==> src/rtl/healpix_ring_nest_convert_top_macros.svh <==
// Assertion helpers shared by the conversion pipeline.
`ifndef HEALPIX_RING_NEST_CONVERT_TOP_MACROS_SVH
`define HEALPIX_RING_NEST_CONVERT_TOP_MACROS_SVH

// Implication in the same cycle, checked outside reset.
`define HRNC_ASSERT_NOW(lbl, ante, cons, msg) \
   lbl: assert property (@(posedge clock) disable iff (reset) (ante) |-> (cons)) \
      else $error(msg);

// Implication into the next cycle, checked outside reset.
`define HRNC_ASSERT_NEXT(lbl, ante, cons, msg) \
   lbl: assert property (@(posedge clock) disable iff (reset) (ante) |=> (cons)) \
      else $error(msg);

`endif

==> src/rtl/hrnc_pkg.sv <==
`timescale 1ns / 1ps
package hrnc_pkg;

   localparam int MAX_ORDER = 13;
   localparam int ORDER_W   = 4;
   localparam int PIX_W     = 30;
   localparam int COORD_W   = 13;
   localparam int ROOT_W    = 14;
   localparam int SQ_ARG_W  = 2 * ROOT_W;
   localparam int SQ_PER    = 2;
   localparam int SQ_STAGES = ROOT_W / SQ_PER;
   localparam int CSR_AW    = 3;

   localparam logic ACT_RING2NEST = 1'b0;
   localparam logic ACT_NEST2RING = 1'b1;

   localparam logic [CSR_AW-1:0] CSR_ADDR_ORDER = 3'd0;

   typedef enum logic [1:0] {
      REG_NORTH,
      REG_BELT,
      REG_SOUTH
   } region_type;

   typedef struct packed {
      logic             action;
      logic [PIX_W-1:0] pixel_index;
   } req_type;

   typedef struct packed {
      logic [PIX_W-1:0] converted_index;
      logic             index_error;
   } rsp_type;

   // Everything decided at entry that rides along the root extraction.
   typedef struct packed {
      logic               action;
      logic [PIX_W-1:0]   pixel_index;
      logic               err;
      region_type         region;
      logic [3:0]         nf;
      logic [COORD_W-1:0] ni;
      logic [COORD_W-1:0] nj;
      logic [15:0]        nring;
   } front_type;

   function automatic logic [2:0] face_phase(input logic [3:0] f);
      logic [2:0] r;
      case (f)
         4'd0:  r = 3'd1;
         4'd1:  r = 3'd3;
         4'd2:  r = 3'd5;
         4'd3:  r = 3'd7;
         4'd4:  r = 3'd0;
         4'd5:  r = 3'd2;
         4'd6:  r = 3'd4;
         4'd7:  r = 3'd6;
         4'd8:  r = 3'd1;
         4'd9:  r = 3'd3;
         4'd10: r = 3'd5;
         4'd11: r = 3'd7;
         default: r = 3'd0;
      endcase
      return r;
   endfunction

endpackage

==> src/rtl/hrnc_sqrt_pipe.sv <==
`timescale 1ns / 1ps
module hrnc_sqrt_pipe
   import hrnc_pkg::*;
(
   input  logic                clock,
   input  logic                reset,
   input  logic                in_valid,
   output logic                in_ready,
   input  front_type           in_front,
   input  logic [SQ_ARG_W-1:0] in_arg,
   output logic                out_valid,
   input  logic                out_ready,
   output front_type           out_front,
   output logic [ROOT_W-1:0]   out_root
);

   typedef struct packed {
      logic [ROOT_W+2:0]   rem;
      logic [ROOT_W-1:0]   root;
      logic [SQ_ARG_W-1:0] x;
   } sq_type;

   // One digit of the restoring square root: two argument bits in, one root bit out.
   function automatic sq_type sq_iter(input sq_type s);
      sq_type     r;
      logic [ROOT_W+4:0] rem2;
      logic [ROOT_W+4:0] trial;
      rem2  = {s.rem, s.x[SQ_ARG_W-1 -: 2]};
      trial = {3'b000, s.root, 2'b01};
      r.x   = {s.x[SQ_ARG_W-3:0], 2'b00};
      if (rem2 >= trial) begin
         r.rem  = (ROOT_W+3)'(rem2 - trial);
         r.root = {s.root[ROOT_W-2:0], 1'b1};
      end else begin
         r.rem  = (ROOT_W+3)'(rem2);
         r.root = {s.root[ROOT_W-2:0], 1'b0};
      end
      return r;
   endfunction

   logic [SQ_STAGES-1:0] valid_ff;
   logic [SQ_STAGES-1:0] rdy;
   sq_type               st_ff [SQ_STAGES];
   front_type            fr_ff [SQ_STAGES];

   for (genvar s = 0; s < SQ_STAGES; s++) begin : g_stage
      logic      prev_valid;
      logic      next_ready;
      sq_type    prev_st;
      front_type prev_fr;
      sq_type    st_in;

      if (s == 0) begin : g_first
         assign prev_valid = in_valid;
         assign prev_st    = '{rem: '0, root: '0, x: in_arg};
         assign prev_fr    = in_front;
      end else begin : g_rest
         assign prev_valid = valid_ff[s-1];
         assign prev_st    = st_ff[s-1];
         assign prev_fr    = fr_ff[s-1];
      end

      if (s == SQ_STAGES - 1) begin : g_last
         assign next_ready = out_ready;
      end else begin : g_mid
         assign next_ready = rdy[s+1];
      end

      assign rdy[s] = !valid_ff[s] || next_ready;

      always_comb begin
         st_in = prev_st;
         for (int n = 0; n < SQ_PER; n++) begin
            st_in = sq_iter(st_in);
         end
      end

      always_ff @(posedge clock) begin
         if (reset) begin
            valid_ff[s] <= 1'b0;
         end else if (rdy[s]) begin
            valid_ff[s] <= prev_valid;
         end
         if (rdy[s] && prev_valid) begin
            st_ff[s] <= st_in;
            fr_ff[s] <= prev_fr;
         end
      end
   end

   assign in_ready  = rdy[0];
   assign out_valid = valid_ff[SQ_STAGES-1];
   assign out_front = fr_ff[SQ_STAGES-1];
   assign out_root  = st_ff[SQ_STAGES-1].root;

endmodule

==> src/rtl/healpix_ring_nest_convert_top.sv <==
`timescale 1ns / 1ps
// Channel   | Direction | Beat
// req_      | in        | action, pixel_index (req_type)
// rsp_      | out       | converted_index, index_error (rsp_type)
// csr_      | in/out    | APB-style write/read of the order register
//
// Each accepted beat passes the entry stage, the root extraction and the back stages, one beat per
// cycle while rsp_ready is high. The root extraction has seven stages of two root bits each.
// Reset clears all valid bits and sets the order to zero.
// Each stage holds its beat while the next stage is full and stalled, so a stall on rsp_ready
// backs up one stage at a time and bubbles are squeezed out.
module healpix_ring_nest_convert_top
   import hrnc_pkg::*;
(
   input  logic              clock,
   input  logic              reset,
   input  logic              req_valid,
   output logic              req_ready,
   input  req_type           req_data,
   output logic              rsp_valid,
   input  logic              rsp_ready,
   output rsp_type           rsp_data,
   input  logic              csr_psel,
   input  logic              csr_penable,
   input  logic              csr_pwrite,
   input  logic [CSR_AW-1:0] csr_paddr,
   input  logic [31:0]       csr_pwdata,
   output logic [31:0]       csr_prdata,
   output logic              csr_pready
);

`include "healpix_ring_nest_convert_top_macros.svh"

   typedef logic signed [31:0] sint_type;

   typedef struct packed {
      front_type          fr;
      logic [ROOT_W-1:0]  nr;
      logic [31:0]        prod;
      sint_type           phim1;
      sint_type           ring;
      logic [14:0]        nrs;
      logic               shift;
      sint_type           ea;
      sint_type           eb;
      sint_type           lpv;
      sint_type           base;
      logic [3:0]         face;
      logic [COORD_W-1:0] ci;
      logic [COORD_W-1:0] cj;
      logic [PIX_W-1:0]   res;
   } mid_type;

   function automatic logic [2*COORD_W-1:0] spread_bits(input logic [COORD_W-1:0] v);
      logic [2*COORD_W-1:0] r;
      r = '0;
      for (int b = 0; b < COORD_W; b++) begin
         r[2*b] = v[b];
      end
      return r;
   endfunction

   function automatic logic [COORD_W-1:0] gather_bits(input logic [2*COORD_W-1:0] v);
      logic [COORD_W-1:0] r;
      for (int b = 0; b < COORD_W; b++) begin
         r[b] = v[2*b];
      end
      return r;
   endfunction

   // ---------------- configuration ----------------
   logic [ORDER_W-1:0] order_ff;
   logic [ORDER_W-1:0] k;
   sint_type           ns, npix, ncap, mask2k;
   logic [COORD_W-1:0] cmask;

   always_ff @(posedge clock) begin
      if (reset) begin
         order_ff <= '0;
      end else if (csr_psel && csr_penable && csr_pwrite && csr_pready
                   && csr_paddr == CSR_ADDR_ORDER) begin
         order_ff <= csr_pwdata[ORDER_W-1:0];
      end
   end

   assign csr_pready = 1'b1;
   assign csr_prdata = (csr_paddr == CSR_ADDR_ORDER) ? {28'd0, order_ff} : 32'd0;

   // Change the order only while the pipeline is empty (not enforced); every stage reads it live.
   assign k      = (order_ff > ORDER_W'(MAX_ORDER)) ? ORDER_W'(MAX_ORDER) : order_ff;
   assign ns     = 32'sd1 <<< k;
   assign npix   = 32'sd12 <<< {k, 1'b0};
   assign ncap   = (32'sd1 <<< ({k, 1'b0} + 5'd1)) - (32'sd1 <<< (k + 4'd1));
   assign mask2k = (32'sd1 <<< {k, 1'b0}) - 32'sd1;
   assign cmask  = COORD_W'(ns - 32'sd1);

   // ---------------- entry stage ----------------
   logic                v1_ff;
   logic                rdy1;
   front_type           f1_ff;
   logic [SQ_ARG_W-1:0] arg1_ff;
   front_type           f1_in;
   logic [SQ_ARG_W-1:0] arg1_in;
   logic                sq_in_ready;

   always_comb begin
      sint_type pix_s;
      sint_type low;
      sint_type nring;
      pix_s = $signed(32'(req_data.pixel_index));
      low   = pix_s & mask2k;
      f1_in.action      = req_data.action;
      f1_in.pixel_index = req_data.pixel_index;
      f1_in.err         = pix_s >= npix;
      f1_in.nf          = 4'(pix_s >>> {k, 1'b0});
      f1_in.ni          = gather_bits(low[2*COORD_W-1:0]);
      f1_in.nj          = gather_bits(low[2*COORD_W:1]);
      nring = ($signed(32'({2'b00, f1_in.nf[3:2]} + 4'd2)) <<< k)
            - $signed(32'(f1_in.ni)) - $signed(32'(f1_in.nj)) - 32'sd1;
      f1_in.nring = 16'(nring);
      arg1_in     = '0;
      if (req_data.action == ACT_RING2NEST) begin
         if (pix_s < ncap) begin
            f1_in.region = REG_NORTH;
            arg1_in      = SQ_ARG_W'((pix_s <<< 1) + 32'sd1);
         end else if (pix_s >= npix - ncap) begin
            f1_in.region = REG_SOUTH;
            arg1_in      = SQ_ARG_W'(((npix - pix_s) <<< 1) - 32'sd1);
         end else begin
            f1_in.region = REG_BELT;
         end
      end else begin
         if (nring < ns) begin
            f1_in.region = REG_NORTH;
         end else if (nring <= ns + (ns <<< 1)) begin
            f1_in.region = REG_BELT;
         end else begin
            f1_in.region = REG_SOUTH;
         end
      end
   end

   assign rdy1      = !v1_ff || sq_in_ready;
   assign req_ready = rdy1;

   always_ff @(posedge clock) begin
      if (reset) begin
         v1_ff <= 1'b0;
      end else if (rdy1) begin
         v1_ff <= req_valid;
      end
      if (rdy1 && req_valid) begin
         f1_ff   <= f1_in;
         arg1_ff <= arg1_in;
      end
   end

   // ---------------- root extraction ----------------
   logic              sq_valid;
   logic              rdy9;
   front_type         sq_front;
   logic [ROOT_W-1:0] sq_root;

   hrnc_sqrt_pipe u_sqrt (
      .clock     (clock),
      .reset     (reset),
      .in_valid  (v1_ff),
      .in_ready  (sq_in_ready),
      .in_front  (f1_ff),
      .in_arg    (arg1_ff),
      .out_valid (sq_valid),
      .out_ready (rdy9),
      .out_front (sq_front),
      .out_root  (sq_root)
   );

   // ---------------- back stages ----------------
   logic    v9_ff, v10_ff, v11_ff, v12_ff, v13_ff;
   logic    rdy10, rdy11, rdy12, rdy13;
   mid_type m9_ff, m10_ff, m11_ff, m12_ff;
   mid_type m9_in, m10_in, m11_in, m12_in;
   rsp_type out_ff, out_in;

   assign rdy13 = !v13_ff || rsp_ready;
   assign rdy12 = !v12_ff || rdy13;
   assign rdy11 = !v11_ff || rdy12;
   assign rdy10 = !v10_ff || rdy11;
   assign rdy9  = !v9_ff || rdy10;

   // Ring number and the one product each direction needs.
   always_comb begin
      logic [15:0] opa, opb;
      logic [15:0] m;
      m9_in    = '0;
      m9_in.fr = sq_front;
      m9_in.nr = ROOT_W'((15'(sq_root) + 15'd1) >> 1);
      m        = 16'(ns <<< 2) - sq_front.nring;
      opa      = '0;
      opb      = '0;
      if (sq_front.action == ACT_RING2NEST) begin
         if (sq_front.region != REG_BELT) begin
            opa = 16'(m9_in.nr);
            opb = 16'(m9_in.nr) - 16'd1;
         end
      end else begin
         case (sq_front.region)
            REG_NORTH: begin
               opa = sq_front.nring;
               opb = sq_front.nring - 16'd1;
            end
            REG_SOUTH: begin
               opa = m;
               opb = m + 16'd1;
            end
            default: begin
               opa = '0;
               opb = '0;
            end
         endcase
      end
      m9_in.prod = opa * opb;
   end

   // Position within the ring, or the pieces of the local position.
   always_comb begin
      sint_type    r, prod2, nr_s, ip, tmp, ring_n, nrs_s;
      logic [17:0] fpn;
      m10_in = m9_ff;
      r      = $signed(32'(m9_ff.fr.pixel_index));
      prod2  = $signed(m9_ff.prod) <<< 1;
      nr_s   = $signed(32'(m9_ff.nr));
      ip     = r - ncap;
      tmp    = ip >>> (k + 4'd2);
      ring_n = $signed(32'(m9_ff.fr.nring));
      nrs_s  = '0;
      fpn    = '0;
      if (m9_ff.fr.action == ACT_RING2NEST) begin
         case (m9_ff.fr.region)
            REG_NORTH: begin
               m10_in.phim1 = r - prod2;
               m10_in.ring  = nr_s;
               m10_in.nrs   = 15'(m9_ff.nr);
               m10_in.shift = 1'b0;
            end
            REG_SOUTH: begin
               m10_in.phim1 = r + prod2 + (nr_s <<< 2) - npix;
               m10_in.ring  = (ns <<< 2) - nr_s;
               m10_in.nrs   = 15'(m9_ff.nr);
               m10_in.shift = 1'b0;
            end
            default: begin
               m10_in.phim1 = ip & ((ns <<< 2) - 32'sd1);
               m10_in.ring  = tmp + ns;
               m10_in.nrs   = 15'(ns);
               m10_in.shift = tmp[0];
               m10_in.ea    = m10_in.phim1 - ((32'sd1 + tmp) >>> 1);
               m10_in.eb    = m10_in.phim1 - ((32'sd1 - tmp + (ns <<< 1)) >>> 1);
            end
         endcase
      end else begin
         case (m9_ff.fr.region)
            REG_NORTH: begin
               nrs_s       = ring_n;
               m10_in.shift = 1'b0;
               m10_in.base = prod2;
            end
            REG_BELT: begin
               nrs_s        = ns;
               m10_in.shift = ring_n[0] ^ ns[0];
               m10_in.base  = ncap + ((ring_n - ns) <<< (k + 4'd2));
            end
            default: begin
               nrs_s        = (ns <<< 2) - ring_n;
               m10_in.shift = 1'b0;
               m10_in.base  = npix - prod2;
            end
         endcase
         fpn        = face_phase(m9_ff.fr.nf) * 15'(nrs_s);
         m10_in.lpv = $signed(32'(fpn)) + $signed(32'(m9_ff.fr.ni))
                    - $signed(32'(m9_ff.fr.nj)) + 32'sd1 + $signed(32'(m10_in.shift));
      end
   end

   // Base face, or the wrapped local position.
   always_comb begin
      sint_type   nrs_s, a2, ifm, ifp, q, lp;
      logic       t;
      logic [3:0] qd;
      m11_in = m10_ff;
      nrs_s  = $signed(32'(m10_ff.nrs));
      t      = m10_ff.phim1 >= (nrs_s <<< 1);
      a2     = t ? m10_ff.phim1 - (nrs_s <<< 1) : m10_ff.phim1;
      qd     = {2'b00, t, a2 >= nrs_s};
      ifm    = 32'sd1 + (m10_ff.ea >>> k);
      ifp    = 32'sd1 + (m10_ff.eb >>> k);
      // The division by two rounds toward zero, so negative odd values step up.
      q      = m10_ff.lpv >>> 1;
      if (m10_ff.lpv[31] && m10_ff.lpv[0]) begin
         q = q + 32'sd1;
      end
      lp = q - 32'sd1;
      if (lp < 0) begin
         lp = lp + (ns <<< 2);
      end else if (lp >= (ns <<< 2)) begin
         lp = lp - (ns <<< 2);
      end
      m11_in.lpv = lp;
      case (m10_ff.fr.region)
         REG_NORTH: m11_in.face = qd;
         REG_SOUTH: m11_in.face = qd + 4'd8;
         default: begin
            if (ifp == ifm) begin
               m11_in.face = 4'(ifp) | 4'd4;
            end else if (ifp < ifm) begin
               m11_in.face = 4'(ifp);
            end else begin
               m11_in.face = 4'(ifm + 32'sd8);
            end
         end
      endcase
   end

   // In-face coordinates, or the final ring index.
   always_comb begin
      sint_type    rr, p;
      logic [17:0] fpn;
      m12_in = m11_ff;
      fpn    = face_phase(m11_ff.face) * m11_ff.nrs;
      rr     = ($signed(32'({2'b00, m11_ff.face[3:2]} + 4'd2)) <<< k)
             - m11_ff.ring - 32'sd1;
      p      = (m11_ff.phim1 <<< 1) + 32'sd1 - $signed(32'(fpn))
             - $signed(32'(m11_ff.shift));
      if (p >= (ns <<< 1)) begin
         p = p - (ns <<< 3);
      end
      m12_in.ci  = COORD_W'((rr + p) >>> 1) & cmask;
      m12_in.cj  = COORD_W'((rr - p) >>> 1) & cmask;
      m12_in.res = PIX_W'(m11_ff.base + m11_ff.lpv);
   end

   // Interleave and pick the result.
   always_comb begin
      out_in.index_error = m12_ff.fr.err;
      if (m12_ff.fr.err) begin
         out_in.converted_index = '0;
      end else if (m12_ff.fr.action == ACT_RING2NEST) begin
         out_in.converted_index = (PIX_W'(m12_ff.face) << {k, 1'b0})
                                + PIX_W'(spread_bits(m12_ff.ci))
                                + PIX_W'({spread_bits(m12_ff.cj), 1'b0});
      end else begin
         out_in.converted_index = m12_ff.res;
      end
   end

   always_ff @(posedge clock) begin
      if (reset) begin
         v9_ff  <= 1'b0;
         v10_ff <= 1'b0;
         v11_ff <= 1'b0;
         v12_ff <= 1'b0;
         v13_ff <= 1'b0;
      end else begin
         if (rdy9)  v9_ff  <= sq_valid;
         if (rdy10) v10_ff <= v9_ff;
         if (rdy11) v11_ff <= v10_ff;
         if (rdy12) v12_ff <= v11_ff;
         if (rdy13) v13_ff <= v12_ff;
      end
      if (rdy9 && sq_valid) m9_ff  <= m9_in;
      if (rdy10 && v9_ff)   m10_ff <= m10_in;
      if (rdy11 && v10_ff)  m11_ff <= m11_in;
      if (rdy12 && v11_ff)  m12_ff <= m12_in;
      if (rdy13 && v12_ff)  out_ff <= out_in;
   end

   assign rsp_valid = v13_ff;
   assign rsp_data  = out_ff;

   `HRNC_ASSERT_NOW(a_err_zero, rsp_valid && rsp_data.index_error, rsp_data.converted_index == '0, "flagged beat carries a nonzero index")
   `HRNC_ASSERT_NOW(a_in_range, rsp_valid && !rsp_data.index_error, $signed(32'(rsp_data.converted_index)) < npix, "converted index out of range")
   `HRNC_ASSERT_NEXT(a_entry_load, req_valid && req_ready, v1_ff, "accepted beat missing at entry stage")

endmodule

==> config.mk <==
export PLATFORM = sky130hd
export DESIGN_NAME = healpix_ring_nest_convert_top
export DESIGN_NICKNAME = d
export VERILOG_FILES = /design/src/rtl/hrnc_pkg.sv /design/src/rtl/hrnc_sqrt_pipe.sv /design/src/rtl/healpix_ring_nest_convert_top.sv
export VERILOG_INCLUDE_DIRS = /design/src /design/src/rtl
export SDC_FILE = /design/constraint.sdc
export NUM_CORES = 2
export LEC_CHECK = 0
export BUFFER_PORTS_ARGS = -buffer_cell sky130_fd_sc_hd__buf_2
export CORE_MARGIN = 4
export CORE_UTILIZATION = 45
export CTS_BUF_LIST = sky130_fd_sc_hd__clkbuf_4 sky130_fd_sc_hd__clkbuf_8 sky130_fd_sc_hd__clkbuf_16
export CTS_CLUSTER_SIZE = 20
export DETAILED_ROUTE_END_ITERATION = 7
export PLACE_DENSITY = 0.7
export SLEW_MARGIN = 25
export SYNTH_ARGS = -nofsm -noshare
export SYNTH_HDL_FRONTEND = slang
export SYNTH_SLANG_ARGS = --single-unit
==> constraint.sdc <==
create_clock -name clock -period 28.4 [get_ports clock]
set_clock_uncertainty 0.2 [all_clocks]
set_input_delay 8.52 -clock clock [delete_from_list [all_inputs] [get_ports clock]]
set_output_delay 8.52 -clock clock [all_outputs]
set_load 0.01 [all_outputs]
## Word level (Yosys, flattened, before mapping)

Memories as Yosys holds them, arrays and structs flattened. A register that Yosys moved wholly into a read port is not among the register bits.
Cells that the tools add are included.

| storage, ports and cells | value |
|---|---|
| flip-flop bits (word level) | 652 |
| latch bits | 0 |
| bits in writable memories | 945 |
| bits in read-only memories | 96 |
| input bits | 73 |
| output and inout port bits | 66 |
| memories | 4 |

Memories:

| memory | words | width | rd ports | clocked after Yosys merged registers in | wr ports | line | source |
|---|---|---|---|---|---|---|---|
| u_sqrt.fr_ff | 7 | 80 | 7 | 0 | 7 | hrnc_sqrt_pipe.sv:44 | `front_type fr_ff [SQ_STAGES];` |
| u_sqrt.st_ff | 7 | 55 | 7 | 0 | 7 | hrnc_sqrt_pipe.sv:43 | `sq_type st_ff [SQ_STAGES];` |
| (name not given) | 16 | 3 | 1 | 1 | 0 | hrnc_pkg.sv:49 | `case (f)` |
| (name not given) | 16 | 3 | 1 | 1 | 0 | hrnc_pkg.sv:49 |  |

| operators by class | value |
|---|---|
| $add $sub $neg | 76 |
| multiply operators | 3 |
| div/mod/pow operators | 0 |
| $lt $le $gt $ge | 26 |
| equality and inequality tests | 6 |
| shifts and indexed selects | 13 |
| multiplexer cells | 62 |
| bitwise operators | 5 |
| reduce and logical (&&, ||, !) cells | 48 |

Operators by type and width:

| kind | number |
|---|---|
| $mux W31 | 14 |
| $ge A19 B16 Y1 | 13 |
| $sub A17 B16 Y17 | 13 |
| $pmux W80 S2 | 1 |
| $add A2 B32 Y32 const A | 3 |
| $add A32 B32 Y32 | 3 |
| $sshr A32 B4 Y32 | 3 |
| $sub A32 B2 Y32 const B | 3 |
| $sub A32 B32 Y32 | 3 |
| $add A30 B30 Y30 | 3 |
| $mux W30 | 3 |
| $ge A31 B32 Y1 | 2 |
| $ge A32 B32 Y1 | 2 |
| $lt A32 B32 Y1 | 2 |
| $mux W32 | 2 |
| $pmux W16 S2 | 2 |
| $sshl A2 B4 Y32 const A | 2 |
| $sub A31 B32 Y32 | 2 |
| $sub A32 B14 Y32 | 2 |
| $sub A32 B31 Y32 | 2 |
| $pmux W30 S2 | 1 |
| $sub A30 B30 Y30 | 2 |
| $mux W28 | 2 |
| $mux W16 | 3 |
| other kinds (76) | 151 |

## Depth between registers and ports, before layout

| logic depth | value |
|---|---|
| depth in word-level cells | 16 |
| depth in mapped cells | 68 |

## Modules after synthesis

A second synthesis with hierarchy kept.

| unflattened totals | value |
|---|---|
| cells, all modules | 11260 |
| area, all modules | 111460.6 um^2 |

Modules (own cells, without submodules):

| module | times used | cells each | area each (um^2) | seq. area each (um^2) |
|---|---|---|---|---|
| healpix_ring_nest_convert_top | 1 | 9229 | 79433.7 | 19388.6 |
| hrnc_sqrt_pipe | 1 | 2031 | 32027.0 | 24013.0 |

## Worst setup path after synthesis

Ideal clock, no wire load.

| timing | value |
|---|---|
| path kind | input to register |
| start point | in rsp_ready |
| end point | mem u_sqrt.fr_ff[1][0] (netlist bit), enable pin |
| setup time | 786 ps |
| arrival time | 18209 ps |
| data required time | 27414 ps |
| slack | 9205 ps |
| stages on the path | 9 |
| buffers on the path | 1 |
| cell sequence | nor2b_1 and2_1 and3_1 clkbuf_1 nand3_1 nor2_1 nand3_1 nor2_1 a21boi_0 |

RTL lines:

| what | line | source |
|---|---|---|
| start, declared | healpix_ring_nest_convert_top.sv:21 | `input logic rsp_ready,` |
| end, declared | hrnc_sqrt_pipe.sv:44 |  |

## Worst setup path after layout

| timing | value |
|---|---|
| start point | in rsp_ready |
| end point | out req_ready |

| between the ends | value |
|---|---|
| word-level cells in the longest chain between the ends | 13 |

RTL lines:

| what | line | source |
|---|---|---|
| $logic_or A1 B1 Y1 | healpix_ring_nest_convert_top.sv:184 | `assign rdy13 = !v13_ff \|\| rsp_ready;` |
| $logic_or A1 B1 Y1 | healpix_ring_nest_convert_top.sv:185 | `assign rdy12 = !v12_ff \|\| rdy13;` |
| $logic_or A1 B1 Y1 | healpix_ring_nest_convert_top.sv:186 | `assign rdy11 = !v11_ff \|\| rdy12;` |
| $logic_or A1 B1 Y1 | healpix_ring_nest_convert_top.sv:187 | `assign rdy10 = !v10_ff \|\| rdy11;` |
| $logic_or A1 B1 Y1 | healpix_ring_nest_convert_top.sv:188 | `assign rdy9 = !v9_ff \|\| rdy10;` |
| $logic_or A1 B1 Y1 (7 in a row) | hrnc_sqrt_pipe.sv:69 | `assign rdy[s] = !valid_ff[s] \|\| next_ready;` |
| $logic_or A1 B1 Y1 | healpix_ring_nest_convert_top.sv:143 | `assign rdy1 = !v1_ff \|\| sq_in_ready;` |
| end, declared | healpix_ring_nest_convert_top.sv:18 | `output logic req_ready,` |

Every way passes these cells.

==> flow_summary.json <==
{
  "fmax_mhz": 48.2,
  "yosysWarnings": 0,
  "max_cap_violations": 0,
  "cts_resized": 0,
  "dieWidth_um": 505,
  "slew_violations": 0,
  "synth_cells": 11200,
  "layout_setup_ws_ns": 7.64,
  "finalHoldViolCount": 0,
  "worstPathMaxFanout": 7,
  "syn_area_um2": 111000,
  "tightestPinTransition_ns": 1.23,
  "cp_top_family": "simple AND/OR/NAND/NOR gates",
  "hpwlAfterDp_um": 284000,
  "ys_types": 132,
  "cp_cell_sequence": "buf_2, nor2b_1, and2_1, and3_1, nand3_1, nor2_1, nand3_1, nor2_1, nand4_1, buf_2",
  "critPathMaxStageDelay_ns": 0.75,
  "async_flop_share_pct": 0,
  "wirelength_um": 368000,
  "crit_buf_inv": 2,
  "violations": "DRC",
  "p_per_area_nw_per_um2": 42.5,
  "grt_overflow": 0,
  "vias_per_cell": 6.00,
  "cp-start-kind": "input pin",
  "min_period_ns": 20.76,
  "ir_drop_v": 0.0000663,
  "dieArea_um2": 255000,
  "fin_crit_sh_pct": 73.1,
  "synth_edf_count": 1429,
  "grt-busiest-layer": "met2",
  "gp_congestion": 1.02,
  "fillers": 22100,
  "grt_pass1_wl_um": 540000,
  "grt_max_degree": 122,
  "finalSetupTns_ns": 0,
  "clkLatencyLatePin_ns": 0.84,
  "clock_sinks": 1452,
  "use_met3_pct": 6.43,
  "status": "complete, but fails checks",
  "yosys_most_used_dff": "edfxtp_1",
  "antenna_found_initial": 29,
  "drive_above_1_share_pct": 7.12,
  "hold_class": "flop to flop",
  "seq_area_um2": 43400,
  "end_kind": "output port",
  "finalNonFillerCells": 14700,
  "drc": 18,
  "num_vias": 87900,
  "cts.clk_slew.worst_paths_ns": 0.06,
  "cts-root-buf": "clkbuf_16",
  "critical_path_arrival_ns": 12.04,
  "grt_pass1_vias": 84700,
  "postCtsHoldBufs": 0,
  "ys_seq_area_share_pct": 39.0,
  "nets": 12700,
  "avgSynthCellArea_um2": 9.92,
  "gr-usage-all-layers_pct": 28.1,
  "num_rows": 182,
  "cts_made_buffers": 156,
  "die_h_um": 505,
  "yosys-top-cells-area": "edfxtp_1 (39%), ha_1 (12%), fa_1 (5.8%)",
  "dp_slack_ns": 7.62,
  "slowest_stage": "and3_1",
  "detail_route.wl_per_cell_um": 25.1,
  "portBuffers": 81,
  "multi_input_comb_area_um2": 62700,
  "max_slew_margin_pct": 17.2,
  "yosysTopAreaCell": "edfxtp_1",
  "first_pass_iters": 8,
  "cts_setup_buffers": 0,
  "hold_path.startpoint": "u_sqrt.fr_ff[5][7]",
  "setup_viol_count_final": 0,
  "core_area_um2": 246000,
  "leakage_nw": 49.5,
  "r2r_start": "order_ff[3]",
  "rsz0062_at_grt": "no",
  "place_inst": 14300,
  "dr.first_iter.drc_count": 10100,
  "initial_utilization_pct": 45.2,
  "ys_ff_latch": 1452,
  "crit_type": "input pin to output port",
  "use_met1_pct": 38.1,
  "cts_tree": "done",
  "cts.path.max_buffers": 3,
  "htreeDepth": 4,
  "syn_to_final_growth_pct": 9.29,
  "startpoint": "rsp_ready",
  "io_pins": 139,
  "ant_nets": 0,
  "gr-usage-met2_pct": 42.3,
  "netlist.area_leader.share_pct": 38.6,
  "worstPathRequired_ns": 19.68
}
==> cells by family after synthesis <==
logic type / Yosys count / synth area share [%]
and+or+nand+nor: 3265 / 14.0
muxes: 328 / 3.07
adders and majority gates: 1383 / 17.7
other: 2 / 0.00676
xor gates and xnor gates: 815 / 6.48
DFF: 1452 / 39.0
AOI/OAI and AO/OA: 2528 / 14.8
buffers and inverters: 1423 / 4.95
==> state kept, by name (all words and copies together) (netlist names), named ones only <==
register and cells:
rsp_valid 1, m12_ff 62, rsp_data 31, u_sqrt.g_stage.prev_valid 6, v12_ff 1, u_sqrt.fr_ff 560
v9_ff 1, f1_ff 80, u_sqrt.out_valid 1, v1_ff 1, v10_ff 1, v11_ff 1
u_sqrt.st_ff 234, order_ff 4, m10_ff 182, arg1_ff 28, m11_ff 127, m10_in 125
==> per-stage QoR <==
stage	utilization (%)	hold slack (ns)	cell area [um2]	power (mW)
after floorplan	-	0.200	111000	2.88
after global placement	47.1	0.201	116000	3.04
after detailed placement	47.1	0.205	116000	3.05
after CTS	49.4	0.187	121000	5.19
after global routing	49.4	0.191	121000	5.36
final	49.4	0.186	121000	5.16
==> synth_stat cells (110+ instances only) <==
cell	number
nand2_1	951
fa_1	322
o21a_1	110
and2_1	167
nor2_1	936
ha_1	1032
o21ai_0	515
a21oi_1	754
inv_1	1036
nand3_1	181
mux2i_1	269
nand2b_1	114
xnor2_1	558
o21bai_1	119
edfxtp_1	1429
nor3_1	238
clkbuf_1	269
nor2b_1	132
a21o_1	171
xor2_1	252
==> final cells by class <==
class	count	share of cell area, %
Multi-Input combinational cell	8372	51.7
Sequential cell	1452	35.7
Clock buffer	180	3.38
Tap cell	3220	3.32
Inverter	1053	3.26
Timing Repair Buffer	252	1.47
Clock inverter	103	1.15
Antenna cell	18	0.0371
==> cell usage in the layout, fill, tap and decap left out, types with 163 or more instances in the layout <==
| master | count |
|---|---|
| mux2i_1 | 269 |
| xor2_1 | 250 |
| a21o_1 | 171 |
| nand3_1 | 181 |
| nand2_1 | 944 |
| and2_1 | 166 |
| a21oi_1 | 753 |
| ha_1 | 1032 |
| buf_4 | 163 |
| fa_1 | 322 |
| nor2_1 | 927 |
| o21ai_0 | 512 |
| edfxtp_1 | 1429 |
| inv_1 | 1032 |
| nor3_1 | 235 |
| xnor2_1 | 553 |
==> metal layers <==
metal,part of all wire (%),up-vias
met5,0.034,-
met4,5.9,20
met3,10,889
met2,43,4232
met1,41,42600
li1,-,40100
==> path summary, 6_finish.rpt <==
kind | end | slack [ns] | cells after the start
setup / recovery | req_ready | 7.64 | 10
setup reg to reg | m10_ff[155] | 12.39 | 59
hold reg to reg | u_sqrt.fr_ff[6][7] | 0.19 | 0
hold / removal | u_sqrt.fr_ff[6][7] | 0.19 | 0
==> report_power, final <==
part           switching [mW]  total [mW]  internal (mW)
combinational           0.387       0.616          0.228
clock                   0.905        2.14           1.23
sequential             0.0178        2.41           2.39
total                    1.31        5.16           3.85
Note: power is estimated with default switching activity, not from simulation.
